## src/hdl/cec_pkg.sv

```systemverilog
// ============================================================================
// cec_pkg: shared constants and tables for the calendar epoch clock
// Calendar constants, the reciprocal used to divide a year by 100,
// the tick period reset value and the cumulative month length table.
// ============================================================================
`default_nettype none

package cec_pkg;

  localparam int YEAR_W   = 14;
  localparam int PERIOD_W = 30;
  localparam int NSEC_W   = 30;
  localparam int TIME_W   = 64;

  // Multiplier operand and product widths of the shared unit.
  localparam int MUL_A_W = 32;
  localparam int MUL_B_W = 30;
  localparam int MUL_P_W = MUL_A_W + MUL_B_W;

  localparam logic [PERIOD_W-1:0] TICK_RESET = PERIOD_W'(100000000);

  localparam int EPOCH_YEAR         = 1970;
  localparam int DAYS_PER_YEAR      = 365;
  localparam int LEAPS_BEFORE_EPOCH = 1969 / 4 - 1969 / 100 + 1969 / 400;
  localparam int SEC_PER_DAY        = 86400;
  localparam int SEC_PER_HOUR       = 3600;
  localparam int SEC_PER_MIN        = 60;
  localparam int NS_PER_SEC         = 1000000000;

  // y / 100 == (y * DIV100_MUL) >> DIV100_SHIFT for every 14-bit y.
  localparam int DIV100_MUL   = 41944;
  localparam int DIV100_SHIFT = 22;
  localparam int Q100_W       = 8;

  // Days in all months before month index n (n full months, 0..12).
  function automatic logic [8:0] cum_days(input logic [3:0] n);
    logic [8:0] d;
    unique case (n)
      4'd0:    d = 9'd0;
      4'd1:    d = 9'd31;
      4'd2:    d = 9'd59;
      4'd3:    d = 9'd90;
      4'd4:    d = 9'd120;
      4'd5:    d = 9'd151;
      4'd6:    d = 9'd181;
      4'd7:    d = 9'd212;
      4'd8:    d = 9'd243;
      4'd9:    d = 9'd273;
      4'd10:   d = 9'd304;
      4'd11:   d = 9'd334;
      default: d = 9'd365;
    endcase
    return d;
  endfunction

endpackage

`default_nettype wire

```

## src/hdl/calendar_epoch_clock.sv

```systemverilog
// ============================================================================
// calendar_epoch_clock: 64-bit nanosecond clock loaded from a calendar date
// Converts a calendar date and time to nanoseconds since 1970-01-01 on a
// load beat and advances by a programmable period on a tick beat.
// ============================================================================
// Usage:
//   Input channel (in_valid / in_ready): in_func = 0 loads the clock from the
//   date and time fields, in_func = 1 adds the tick period. Every input beat
//   yields exactly one output beat (out_valid / out_ready) carrying the clock
//   value after the update in out_time_ns.
//   A load passes the states DIV, DAYS, SLO, SHI, SACC, NLO, NHI and NACC:
//   one 32x30 multiplier is reused for the divide-by-100 of the year and
//   for the two-half scaling by 86400 and by 10^9, with a register after
//   each product. A tick goes straight to the output state. in_ready is high
//   only while the sequencer is idle, so one item is in flight at a time and
//   a new one is accepted only once the last has left the sequencer.
//   The result sits in an output register; the next item is accepted while
//   it waits, and a finished result only holds in the sequencer if the
//   previous one has not yet been taken.
//   cfg_wr_en writes cfg_wr_data into the tick period at once.
//   Reset (rst_n low, synchronous) clears the clock to zero, sets the tick
//   period to 100 ms and drops out_valid.
// ============================================================================
`default_nettype none

module calendar_epoch_clock
  import cec_pkg::*;
(
  input  wire logic                clk,
  input  wire logic                rst_n,
  input  wire logic                in_valid,
  output logic                     in_ready,
  input  wire logic                in_func,
  input  wire logic [YEAR_W-1:0]   in_year,
  input  wire logic [3:0]          in_month,
  input  wire logic [4:0]          in_day_of_month,
  input  wire logic [4:0]          in_hour,
  input  wire logic [5:0]          in_minute,
  input  wire logic [5:0]          in_second,
  input  wire logic [NSEC_W-1:0]   in_nanosecond,
  output logic                     out_valid,
  input  wire logic                out_ready,
  output logic [TIME_W-1:0]        out_time_ns,
  input  wire logic                cfg_wr_en,
  input  wire logic [PERIOD_W-1:0] cfg_wr_data
);

  // Sequencer state codes.
  localparam logic [3:0] ST_IDLE = 4'd0;
  localparam logic [3:0] ST_DIV  = 4'd1;
  localparam logic [3:0] ST_DAYS = 4'd2;
  localparam logic [3:0] ST_SLO  = 4'd3;
  localparam logic [3:0] ST_SHI  = 4'd4;
  localparam logic [3:0] ST_SACC = 4'd5;
  localparam logic [3:0] ST_NLO  = 4'd6;
  localparam logic [3:0] ST_NHI  = 4'd7;
  localparam logic [3:0] ST_NACC = 4'd8;
  localparam logic [3:0] ST_OUT  = 4'd9;

  logic [3:0]          state_r, state_nxt;
  logic                out_valid_r, out_valid_nxt;
  logic [TIME_W-1:0]   clock_r, clock_nxt;
  logic [PERIOD_W-1:0] period_r, period_nxt;
  logic [TIME_W-1:0]   acc_r, acc_nxt;
  logic [TIME_W-1:0]   x_r, x_nxt;
  logic [MUL_P_W-1:0]  prod_r, prod_nxt;

  // Captured load fields.
  logic [YEAR_W-1:0]   year_r;
  logic [3:0]          month_r;
  logic [4:0]          mday_r;
  logic [4:0]          hour_r;
  logic [5:0]          minute_r;
  logic [5:0]          second_r;
  logic [NSEC_W-1:0]   nsec_r;

  logic                in_fire;
  logic                out_load;

  // Shared multiplier operands.
  logic [MUL_A_W-1:0]  mul_a;
  logic [MUL_B_W-1:0]  mul_b;

  // Day count datapath.
  logic [Q100_W-1:0]   q100;
  logic                div100_exact;
  logic                is_leap;
  logic [11:0]         leaps_y;
  logic [3:0]          full_months;
  logic [YEAR_W-1:0]   year_off;
  logic [23:0]         year_days;
  logic [24:0]         day_sum;
  logic [TIME_W-1:0]   days;
  logic [17:0]         hms;

  assign in_ready    = (state_r == ST_IDLE);
  assign in_fire     = in_valid && in_ready;
  assign out_valid   = out_valid_r;
  assign out_time_ns = clock_r;
  assign out_load    = (state_r == ST_OUT) && (!out_valid_r || out_ready);

  // Operand selection for the shared multiplier.
  always_comb begin
    unique case (state_r)
      ST_DIV: begin
        mul_a = MUL_A_W'(year_r);
        mul_b = MUL_B_W'(DIV100_MUL);
      end
      ST_SLO: begin
        mul_a = x_r[31:0];
        mul_b = MUL_B_W'(SEC_PER_DAY);
      end
      ST_SHI: begin
        mul_a = x_r[63:32];
        mul_b = MUL_B_W'(SEC_PER_DAY);
      end
      ST_NLO: begin
        mul_a = x_r[31:0];
        mul_b = MUL_B_W'(NS_PER_SEC);
      end
      ST_NHI: begin
        mul_a = x_r[63:32];
        mul_b = MUL_B_W'(NS_PER_SEC);
      end
      default: begin
        mul_a = '0;
        mul_b = '0;
      end
    endcase
  end

  // Leap rules and whole days from the year quotient held in the product.
  always_comb begin
    q100         = prod_r[DIV100_SHIFT+Q100_W-1:DIV100_SHIFT];
    div100_exact = (year_r == YEAR_W'(q100) * YEAR_W'(100));
    is_leap      = (year_r[1:0] == 2'b00) && (!div100_exact || q100[1:0] == 2'b00);
    leaps_y      = 12'(year_r >> 2) - 12'(q100) + 12'(q100 >> 2);
    if (month_r == 4'd0) begin
      full_months = 4'd0;
    end else if (month_r > 4'd13) begin
      full_months = 4'd12;
    end else begin
      full_months = month_r - 4'd1;
    end
    year_off = year_r - YEAR_W'(EPOCH_YEAR);
    if (year_r > YEAR_W'(EPOCH_YEAR)) begin
      year_days = 24'(year_off) * 24'(DAYS_PER_YEAR) + 24'(leaps_y)
                - 24'(is_leap) - 24'(LEAPS_BEFORE_EPOCH);
    end else begin
      year_days = '0;
    end
    day_sum = 25'(year_days) + 25'(cum_days(full_months))
            + 25'(is_leap && (month_r > 4'd2)) + 25'(mday_r);
    // Day zero leaves minus one day, wrapping over 64 bits.
    days = TIME_W'(day_sum) - TIME_W'(1);
    hms  = 18'(hour_r) * 18'(SEC_PER_HOUR) + 18'(minute_r) * 18'(SEC_PER_MIN)
         + 18'(second_r);
  end

  // Sequencer and datapath next values.
  always_comb begin
    state_nxt     = state_r;
    acc_nxt       = acc_r;
    x_nxt         = x_r;
    clock_nxt     = clock_r;
    period_nxt    = cfg_wr_en ? cfg_wr_data : period_r;
    prod_nxt      = MUL_P_W'(mul_a) * MUL_P_W'(mul_b);
    out_valid_nxt = out_valid_r && !out_ready;

    unique case (state_r)
      ST_IDLE: begin
        if (in_fire) begin
          if (in_func) begin
            acc_nxt   = clock_r + TIME_W'(period_r);
            state_nxt = ST_OUT;
          end else begin
            state_nxt = ST_DIV;
          end
        end
      end
      ST_DIV: begin
        state_nxt = ST_DAYS;
      end
      ST_DAYS: begin
        x_nxt     = days;
        acc_nxt   = TIME_W'(hms);
        state_nxt = ST_SLO;
      end
      ST_SLO: begin
        state_nxt = ST_SHI;
      end
      ST_SHI: begin
        acc_nxt   = acc_r + TIME_W'(prod_r);
        state_nxt = ST_SACC;
      end
      ST_SACC: begin
        // Seconds are complete; scale them next and seed with nanoseconds.
        x_nxt     = acc_r + {prod_r[31:0], 32'd0};
        acc_nxt   = TIME_W'(nsec_r);
        state_nxt = ST_NLO;
      end
      ST_NLO: begin
        state_nxt = ST_NHI;
      end
      ST_NHI: begin
        acc_nxt   = acc_r + TIME_W'(prod_r);
        state_nxt = ST_NACC;
      end
      ST_NACC: begin
        acc_nxt   = acc_r + {prod_r[31:0], 32'd0};
        state_nxt = ST_OUT;
      end
      ST_OUT: begin
        if (out_load) begin
          clock_nxt     = acc_r;
          out_valid_nxt = 1'b1;
          state_nxt     = ST_IDLE;
        end
      end
      default: begin
        state_nxt = ST_IDLE;
      end
    endcase
  end

  // Control state and the clock itself.
  always_ff @(posedge clk) begin
    if (!rst_n) begin
      state_r     <= ST_IDLE;
      out_valid_r <= 1'b0;
      clock_r     <= '0;
      period_r    <= TICK_RESET;
    end else begin
      state_r     <= state_nxt;
      out_valid_r <= out_valid_nxt;
      clock_r     <= clock_nxt;
      period_r    <= period_nxt;
    end
  end

  // Working registers and captured load fields.
  always_ff @(posedge clk) begin
    acc_r  <= acc_nxt;
    x_r    <= x_nxt;
    prod_r <= prod_nxt;
    if (in_fire) begin
      year_r   <= in_year;
      month_r  <= in_month;
      mday_r   <= in_day_of_month;
      hour_r   <= in_hour;
      minute_r <= in_minute;
      second_r <= in_second;
      nsec_r   <= in_nanosecond;
    end
  end

endmodule

`default_nettype wire

```

## config.mk

```make
export PLATFORM = sky130hd
export DESIGN_NAME = calendar_epoch_clock
export DESIGN_NICKNAME = d
export VERILOG_FILES = /design/src/hdl/cec_pkg.sv /design/src/hdl/calendar_epoch_clock.sv
export SDC_FILE = /design/constraint.sdc
export NUM_CORES = 2
export LEC_CHECK = 0
export BUFFER_PORTS_ARGS = -buffer_cell sky130_fd_sc_hd__buf_2
export CORE_UTILIZATION = 65
export CTS_BUF_LIST = sky130_fd_sc_hd__clkbuf_8
export DETAILED_ROUTE_END_ITERATION = 10
export GPL_TIMING_DRIVEN = 0
export HOLD_SLACK_MARGIN = 0.1
export PLACE_DENSITY_LB_ADDON = 0.05
export SYNTH_ARGS = -nofsm -noshare
export SYNTH_HDL_FRONTEND = slang
export SYNTH_SLANG_ARGS = --single-unit
```

## constraint.sdc

```tcl
create_clock -name clk -period 10.1 [get_ports clk]
set_input_delay 1.01 -clock clk [delete_from_list [all_inputs] [get_ports clk]]
set_output_delay 1.01 -clock clk [all_outputs]
set_load 0.01 [all_outputs]
```

==> reports/summary.txt <==
============================================================================
Run status                                                         completed
Num ports                                                                172
Netlist Area Pre-Place                                             50700 µm²
Std-Cell Rows                                                            102
CP Buf/Inv Count                                                           8
Number of synthesized register bits                                      356
Count of H-tree levels built during CTS                                    3
Non-filler instance count after layout                                  6893
Number of cells produced by synthesis                                   5477
Top Family by Delay on Critical Path                             adder cells
Ys Warns                                                                   0
Clock sink total                                                         356
Most common cell after layout, fill and taps aside              sky130_fd_sc_hd__inv_1
Number of max-cap violations                                               0
Wire length of the first global-routing pass                       229000 µm
Worst min-delay path category                                         in2reg
Die Footprint                                                      79200 µm²
Number of placed instances, taps included                               6759
TritonCTS clock tree                                                    done
Area after DPL                                                     53200 µm²
Area Growth Syn to Fin                                                 8.14%
Area of combinational cells with multiple inputs                   37100 µm²
Highest-count cells in the layout ignoring fill and taps        sky130_fd_sc_hd__inv_1 (1181), sky130_fd_sc_hd__ha_1 (749), sky130_fd_sc_hd__fa_1 (639)
Nets                                                                    7292
Core ar.                                                           77300 µm²
GP Congestion                                                           1.00
Maximum number of pins on one net before global-route repair              64
Starting density of the core                                           65.6%
Via count of the first global-routing pass                             40.3k
Actual slew at the worst max-slew pin                                1.37 ns
Overflow after GRT                                                         0
Cell variety after synth                                                  87
Detailed Routing Iterations Pass 1                                         7
Number of vias in the routed layout                                    39.8k
CP peak stage delay                                                  0.59 ns
Count of final setup violators                                             0
Post-Route Utilization                                                 70.9%
Max Transition Viols Final                                                 0
Wire per inst                                                        21.4 µm
Die Span X                                                            281 µm
Master cell of the clock root buffer                            sky130_fd_sc_hd__clkbuf_8
Timing-limited maximum frequency                                     103 MHz
Number of nets with antenna violations after detailed routing              0
Worst clock skew on the final layout                               0.0570 ns
Fraction of final layout cells sized beyond drive strength 1           6.82%
Endpoint type of the worst setup path                               register
Violation count after the first detailed-routing iteration              3415
Seq. cell area                                                      9140 µm²
Clock-pin transition on the worst setup and hold timing paths        0.07 ns
CP dominant cell by count                                       sky130_fd_sc_hd__fa_1
Kind of launch point of the worst setup path                        register
Area of all placed cells without fillers                           54900 µm²
DRC errors left                                                            0
Clock period minus worst slack                                       9.73 ns
WS Path Type                                                         reg2reg
Worst path required time                                            10.64 ns
Critical Path Slowest Stage Cell                                sky130_fd_sc_hd__fa_1
Filler cell count in the final layout                                   6262
Later-pin clock latency in the skew report                           0.69 ns
Total length of routed wires                                       148000 µm
Chip Height                                                           281 µm
Antenna violations before repair                                           2
HPWL Detailed                                                      126000 µm
Post-route setup slack                                              0.365 ns
Per-instance average area after synthesis                           9.26 µm²
Quantity of I/O buffers inserted on ports                                169
Period Utilization, post-route                                         96.4%
Max-slew headroom                                                      7.79%
Total track usage                                                      38.4%
Number of synthesized flops with an enable pin                           198
Inserted Clock Buffers                                                    68
Deepest clock path buffer count                                            3
Drt via density                                                         5.78
Sequential share of the synthesized area                               18.0%
Post-Place Worst Slack                                              -1.42 ns
Top_reg_cell synth                                              sky130_fd_sc_hd__edfxtp_1
Worst-path maximum fanout                                                 10
Data arrival time of the worst path                                 10.27 ns
Async SR Flop Fraction                                                    0%
Final Hold Violating Endpoints                                             0
============================================================================
## per-stage QoR
stage | hold WS (ns) | TNS [ns]
6_report | 0.491 | 0
5_1_grt | 0.476 | -0.748
4_1_cts | 0.460 | 0
3_5_place_dp | 0.477 | -26.62
3_3_place_gp | 0.468 | -19.54
2_1_floorplan | 0.446 | 0
## cell families after synthesis
family	count (synthesis)	synth area share, %
buffers and inverters	1312	9.76
AOI/OAI and AO/OA	1003	13.2
muxes	34	0.673
and+or+nand+nor	1075	9.41
adders and majority gates	1390	43.7
xor gates and xnor gates	305	5.26
other	2	0.0148
DFF	356	18.0
## final cells by class
cell class | count | share of cell area (%)
Antenna cell | 2 | 0.00912
Timing Repair Buffer | 183 | 1.79
Sequential cell | 356 | 16.7
Multi-Input combinational cell | 3879 | 67.6
Buffer | 143 | 1.08
Clock inverter | 52 | 0.636
Tap cell | 1040 | 2.37
Clock buffer | 73 | 1.83
Inverter | 1165 | 7.99
## flip-flops by register name (all words and copies together) (netlist names)
name / flops
prod_r: 59
minute_r: 6
out_time_ns: 64
hour_r: 5
acc_r: 64
nsec_r: 30
out_valid: 1
period_r: 30
state_r: 4
x_r: 64
year_r: 14
mday_r: 5
month_r: 4
second_r: 6
## synthesized netlist by cell type, drive strengths merged, types with 43 or more instances
cell	instances	area, µm²
clkbuf	122	459
nand3	43	215
a21boi	79	593
xor2	103	902
ha	750	9380
nor2	234	878
edfxtp	198	5950
nor2b	46	288
o21ai	213	1070
fa	640	12800
nand2	518	1940
nor3	49	245
a21oi	238	1190
a21o	132	991
dfxtp	158	3160
inv	1165	4370
xnor2	202	1770
## repair_timing
action / in CTS / in global routing
buffers inserted: 2 / 9
gates resized for setup: 34 / 60
pin swaps: 0 / 10
hold buffers: 0 / 0
setup endpoints to repair: 61 / 60
## path summary, 6_finish.rpt
path	start	endpoint	slack [ns]	depth (start not counted)
worst max-delay path	state_r[2]$_SDFFE_PN0P_	prod_r[61]$_DFF_P_	0.37	30
worst max register to register	state_r[2]$_SDFFE_PN0P_	prod_r[61]$_DFF_P_	0.37	30
worst min-delay path	in_year[8]	year_r[8]$_DFFE_PP_	0.49	1
worst min register to register	out_time_ns[18]$_SDFFE_PN0P_	out_time_ns[18]$_SDFFE_PN0P_	0.50	2
## routing by layer
metal  vias up  share of wire, %  routed length [µm]  global-route usage, %
met5         -                 0                   0                      0
met4         0               4.5                6650                   15.6
met3       326               9.5               14000                   7.93
met2      1721                43               63800                   57.8
met1     19224                43               63100                   54.1
li1      18539                 -                   -                      -
Power is left out: the tool's default activity adds up to more than one toggle a clock period on the data nets, which glitch-free logic cannot reach.
